==> src/dscp_pkg.sv <==
// ----------------------------------------------------------------------------
// dscp_pkg: shared types, constants and functions
// Sizes, modulus, controller state and command/status structs for the
// distinct-subsequence counter with value-ordered prefix sum.
// ----------------------------------------------------------------------------
package dscp_pkg;

   localparam int MAX_VALUE   = 1024;
   localparam int VAL_W       = 11;
   localparam int RES_W       = 30;
   localparam int ADDR_W      = $clog2(MAX_VALUE);
   // tree update walk may step past MAX_VALUE, up to twice it
   localparam int IDX_W       = $clog2(MAX_VALUE + 1) + 1;
   localparam int REQ_TDATA_W = 16;
   localparam int RSP_TDATA_W = 64;

   localparam logic [RES_W-1:0] MODP = 30'd998244353;

   typedef enum logic [3:0] {
      ST_CLEAR,
      ST_IDLE,
      ST_CNT_RD,
      ST_CNT_SUB,
      ST_CNT_INC,
      ST_CNT_WR,
      ST_PFX,
      ST_ADD,
      ST_DONE
   } state_type;

   typedef struct packed {
      logic accept;
      logic sweep;
      logic cnt_sub;
      logic cnt_inc;
      logic cnt_wr;
      logic pfx_run;
      logic add_init;
      logic add_run;
      logic load_rsp;
   } cmd_type;

   typedef struct packed {
      logic sweep_last;
      logic pfx_done;
      logic add_done;
      logic rsp_free;
   } sts_type;

   function automatic logic [RES_W-1:0] add_mod(input logic [RES_W-1:0] a,
                                                input logic [RES_W-1:0] b);
      logic [RES_W:0] s;
      s = {1'b0, a} + {1'b0, b};
      if (s >= {1'b0, MODP}) begin
         s = s - {1'b0, MODP};
      end
      return s[RES_W-1:0];
   endfunction

   function automatic logic [RES_W-1:0] sub_mod(input logic [RES_W-1:0] a,
                                                input logic [RES_W-1:0] b);
      logic [RES_W:0] s;
      if (a >= b) begin
         s = {1'b0, a} - {1'b0, b};
      end else begin
         s = {1'b0, a} + {1'b0, MODP} - {1'b0, b};
      end
      return s[RES_W-1:0];
   endfunction

   // zero maps to one, anything above the range to MAX_VALUE
   function automatic logic [IDX_W-1:0] clamp_value(input logic [VAL_W-1:0] raw);
      logic [IDX_W-1:0] v;
      if (raw == '0) begin
         v = IDX_W'(1);
      end else if (int'(raw) > MAX_VALUE) begin
         v = IDX_W'(MAX_VALUE);
      end else begin
         v = IDX_W'(raw);
      end
      return v;
   endfunction

endpackage

==> src/dscp_ctrl.sv <==
// ----------------------------------------------------------------------------
// dscp_ctrl: sequencing controller
// Steps each beat through count update, prefix walk and tree update, and
// runs the clearing sweep after reset and on a clear beat.
// ----------------------------------------------------------------------------
module dscp_ctrl (
   input  logic              clock,
   input  logic              reset,
   input  logic              req_tvalid,
   input  logic              req_action,
   output logic              req_tready,
   input  dscp_pkg::sts_type sts,
   output dscp_pkg::cmd_type cmd
);
   import dscp_pkg::*;

   state_type state_ff, state_in;
   logic      clr_rsp_ff, clr_rsp_in;

   always_ff @(posedge clock) begin
      if (reset) begin
         state_ff   <= ST_CLEAR;
         clr_rsp_ff <= 1'b0;
      end else begin
         state_ff   <= state_in;
         clr_rsp_ff <= clr_rsp_in;
      end
   end

   always_comb begin
      state_in   = state_ff;
      clr_rsp_in = clr_rsp_ff;
      req_tready = 1'b0;
      cmd        = '0;
      case (state_ff)
         ST_CLEAR: begin
            cmd.sweep = 1'b1;
            if (sts.sweep_last) begin
               // a clear beat owes one all-zero result, reset does not
               state_in   = clr_rsp_ff ? ST_DONE : ST_IDLE;
               clr_rsp_in = 1'b0;
            end
         end
         ST_IDLE: begin
            req_tready = 1'b1;
            cmd.accept = req_tvalid;
            if (req_tvalid) begin
               if (req_action) begin
                  state_in   = ST_CLEAR;
                  clr_rsp_in = 1'b1;
               end else begin
                  state_in = ST_CNT_RD;
               end
            end
         end
         ST_CNT_RD: begin
            state_in = ST_CNT_SUB;
         end
         ST_CNT_SUB: begin
            cmd.cnt_sub = 1'b1;
            state_in    = ST_CNT_INC;
         end
         ST_CNT_INC: begin
            cmd.cnt_inc = 1'b1;
            state_in    = ST_CNT_WR;
         end
         ST_CNT_WR: begin
            cmd.cnt_wr = 1'b1;
            state_in   = ST_PFX;
         end
         ST_PFX: begin
            if (sts.pfx_done) begin
               cmd.add_init = 1'b1;
               state_in     = ST_ADD;
            end else begin
               cmd.pfx_run = 1'b1;
            end
         end
         ST_ADD: begin
            if (sts.add_done) begin
               state_in = ST_DONE;
            end else begin
               cmd.add_run = 1'b1;
            end
         end
         ST_DONE: begin
            if (sts.rsp_free) begin
               cmd.load_rsp = 1'b1;
               state_in     = ST_IDLE;
            end
         end
         default: begin
            state_in = ST_CLEAR;
         end
      endcase
   end

endmodule

==> config.mk <==
export PLATFORM = sky130hd
export DESIGN_NAME = dscp_ctrl
export DESIGN_NICKNAME = d
export VERILOG_FILES = /design/src/dscp_pkg.sv /design/src/dscp_ctrl.sv
export SDC_FILE = /design/constraint.sdc
export NUM_CORES = 1
export LEC_CHECK = 0
export BUFFER_PORTS_ARGS = -buffer_cell sky130_fd_sc_hd__buf_2
export CAP_MARGIN = 25
export CORE_AREA = 2 2 39 41
export DETAILED_ROUTE_END_ITERATION = 16
export DIE_AREA = 0 0 41 43
export SYNTH_ARGS = -nofsm -noshare
export SYNTH_HDL_FRONTEND = slang
export SYNTH_SLANG_ARGS = --single-unit
==> constraint.sdc <==
create_clock -name clock -period 1.73 [get_ports clock]
set_input_delay 0.346 -clock clock [delete_from_list [all_inputs] [get_ports clock]]
set_output_delay 0.346 -clock clock [all_outputs]
set_load 0.02 [all_outputs]
Word level (Yosys, flattened, before mapping)
Index checks and enable logic that the tools add are counted.
Widths: inputs -> output; s select.
Storage, ports and cells
  word-level logic and storage cells: 45
  output and inout bits: 10
  input bits: 8
  bits in registers: 5
Operators by class
  eq/ne operators: 14
  reductions and logical operators: 4
  multiplexer cells: 25
Operator list (number)
  $pmux 4 s9: 1
  $mux 4: 6
  $eq 4x3->1 const B: 4
  $mux 1: 15
  $ne 2x2->1 const B: 6
  $eq 4x2->1 const B: 2
  $reduce_and 5->1: 1
  $eq 4x1->1 const B: 1
  $eq 4x4->1 const B: 1
  $logic_not 4->1: 1
  $mux 2: 2
  $reduce_and 4->1: 1
  $pmux 1 s2: 1
  $reduce_bool 2->1: 1

Longest topological paths before layout
  word-level depth: 3
  gate-level depth with buffers: 6
  depth with buffers taken out: 4

Least setup slack after synthesis
Ideal clock, no wire load.
  path type: register to output
  start: register state_ff[1]
  end: output port cmd[2] (netlist name)
  stages on the path, launching flop included: 4
  buffers on the path: 1
  data arrival time: 1.501 ns
  required time: 1.384 ns
  setup slack: -0.117 ns
  cell sequence: dfxtp_1 > clkbuf_1 > nand2_1 > nor4b_1
RTL lines
  start, declared: RTL line dscp_ctrl.sv:17  | state_type state_ff, state_in;
  start signal, assigned: RTL line dscp_ctrl.sv:25  | state_ff <= state_in;
  end, declared: RTL line dscp_ctrl.sv:13  | output dscp_pkg::cmd_type cmd

==> flow_summary.ini <==
[drt]
drt_iter0_drc = 10
routed_via_density = 5.04
wire_per_inst_um = 11.1
postRouteAntennaNets = 0
dr.pass1.iters = 4
remaining_drc_errors = 0
vias = 449
wirelength_um = 986

[cells_and_area]
final_nets = 82
fillers = 142
diodes = 0
syn_to_final_growth_pct = 38.8
drive_above_1_share_pct = 41.1
instances_no_fill = 89

[clock_tree]
cts_tree = built
post_cts.repair.setup_buffers = 0
root_buffer = clkbuf_4
numCtsBuffers = 3
clk_latency_ns = 0.25
cts.sinks = 5
htree_levels = 1
cts_buffer_depth = 2
clkSlewWorstSetupHoldPaths_ns = 0.05

[place]
gp_congestion = 0.666
post-place-ws_ns = 0.162
dp_cells = 85
io_buffers = 17
hpwl_um = 713

[sta]
rsz0062_at_grt = false
fin_crit_ns = 1.65
period_share_pct = 95.2
final-hold-violation-count = 0
tightest_slew_ns = 0.324
slew_violations = 0
relSlewSlack_pct = 78.2
clock.fmax_mhz = 607
worst_slack_ns = 0.0831
setup_viol = 0
worst_clock_skew_ns = 0.00609

[synthesis]
yosys_warnings = 0
synth_edf_count = 0
ys.flop_type = dfxtp_1
syn_avg_cell_area_um2 = 7.44
syn-instance-count = 55
synth_cell_types = 27
ys_seq_elements = 5
netlist_area_um2 = 409
syn_nets = 63
seq_area_frac_synth_pct = 24.5
async_reset_ff_share_pct = 0

[floorplan]
start_util_pct = 29.6
die_area_um2 = 1760
core-area_um2 = 1380
rows = 14
io_pins = 18
die_w_um = 41
die_h_um = 43

[global_routing]
grt_max_degree = 15
grt_usage_pct = 12.2
grt_pass1_wl_mm = 1.43
antenna_found_initial = 0
gr-total-overflow = 0
grt_pass1_vias = 371

[setup_path]
end_kind = output port
cp.arrival_ns = 1.30
setup.worst_path.start_class = flip-flop
critPathMaxFanout = 14
worstPathRequired_ns = 1.38
crit_type = flip-flop to output port

[outcome]
outcome = complete, no violations

[worst_hold_path]
holdCritPathClass = input port to flip-flop

[power]
power_density_nw_per_um2 = 772
peakVddDrop_v = 0.000314
p_leak_nw = 0.237

[run]
drv_cap = 0
## logic make-up (layout without fill, tap and decap cells)
family	Yosys count	in the layout	share of synthesized area [%]
muxes	2	2	6.12
and+or+nand+nor	32	32	46.5
DFF	5	5	24.5
buffers and inverters	5	23	6.73
AOI/OAI and AO/OA	11	11	16.2
## metal layers
metal  part of all wire, %  up-vias  track usage [%]
li1                      -      240                -
met1                    49      197             15.1
met2                    45       10             15.9
met3                   5.0        2             6.28
met4                  0.81        0             8.00
met5                     0        -                0
## layout make-up
type | count | area [µm²] | share of cell area (%)
tap | 16 | 20.0 | 3.52
timing repair buffer | 19 | 100 | 17.6
multi-input combinational | 45 | 307 | 54.0
clock buffer | 4 | 26.3 | 4.63
sequential | 5 | 115 | 20.3
## power by group
group          switching (mW)  internal [mW]  leakage (nW)
Sequential             0.0282          0.124        0.0436
Combinational          0.0754         0.0741         0.179
Clock                  0.0489         0.0873        0.0150
Total                   0.153          0.286         0.237
## flip-flops by register name, indices dropped and copies added (netlist names)
| signal | flops |
|---|---|
| state_ff | 4 |
| clr_rsp_ff | 1 |
## repair_timing
action	CTS	global route
pin swaps	0	1
gates resized for setup	4	7
hold buffers	0	0
endpoints found under the setup margin	6	2
## Yosys cell counts, types with 2 or more instances
master / count / share of area (%)
nand3_1: 2 / 2.4
nand3b_1: 2 / 3.7
clkbuf_1: 3 / 2.8
nor4_1: 2 / 3.1
nor3b_1: 2 / 3.7
nor2_1: 3 / 2.8
nand2b_1: 4 / 6.1
nor3_1: 4 / 4.9
a21oi_1: 7 / 8.6
dfxtp_1: 5 / 24
nand2_1: 5 / 4.6
## worst max-delay path, stage by stage, from the launching register on
cell	delay, ns
dfxtp_4	0.39
nor2_1	0.19
nand2_1	0.09
nor3b_1	0.20
buf_2	0.19
## cells in the final DEF (no fill, tap or decap), types with 2 or more instances in the layout
master,count
nor3_1,3
clkbuf_4,3
nor4_1,2
buf_4,2
dfxtp_4,4
nand2b_1,3
nor3b_1,2
nand3_1,2
nand3b_1,2
nor2_1,3
buf_2,17
nand2_1,5
a21oi_1,7
## worst paths after layout
kind                            startpoint                  endpoint  slack, ns  cells past startpoint
hold / removal                       reset  state_ff[3]$_SDFFE_PP0P_       0.32                      2
setup / recovery  state_ff[1]$_SDFFE_PP0P_                    cmd[0]       0.08                      4
setup reg to reg  state_ff[0]$_SDFFE_PP0P_  state_ff[3]$_SDFFE_PP0P_       0.27                      5
hold reg to reg    clr_rsp_ff$_SDFFE_PP0P_   clr_rsp_ff$_SDFFE_PP0P_       0.48                      2
## per-stage QoR
step | power, mW | instance area [µm²] | utilization, % | hold WS, ns | TNS, ns
2_1_floorplan | 0.251 | 420 | - | 0.415 | -0.0153
4_1_cts | 0.432 | 544 | 39.3 | 0.322 | 0
5_1_grt | 0.476 | 568 | 41.0 | 0.318 | 0
3_5_place_dp | 0.292 | 513 | 37.1 | 0.476 | 0
6_report | 0.438 | 568 | 41.0 | 0.321 | 0
3_3_place_gp | 0.290 | 513 | 37.1 | 0.476 | 0
Note: power is estimated with default switching activity, not from simulation.
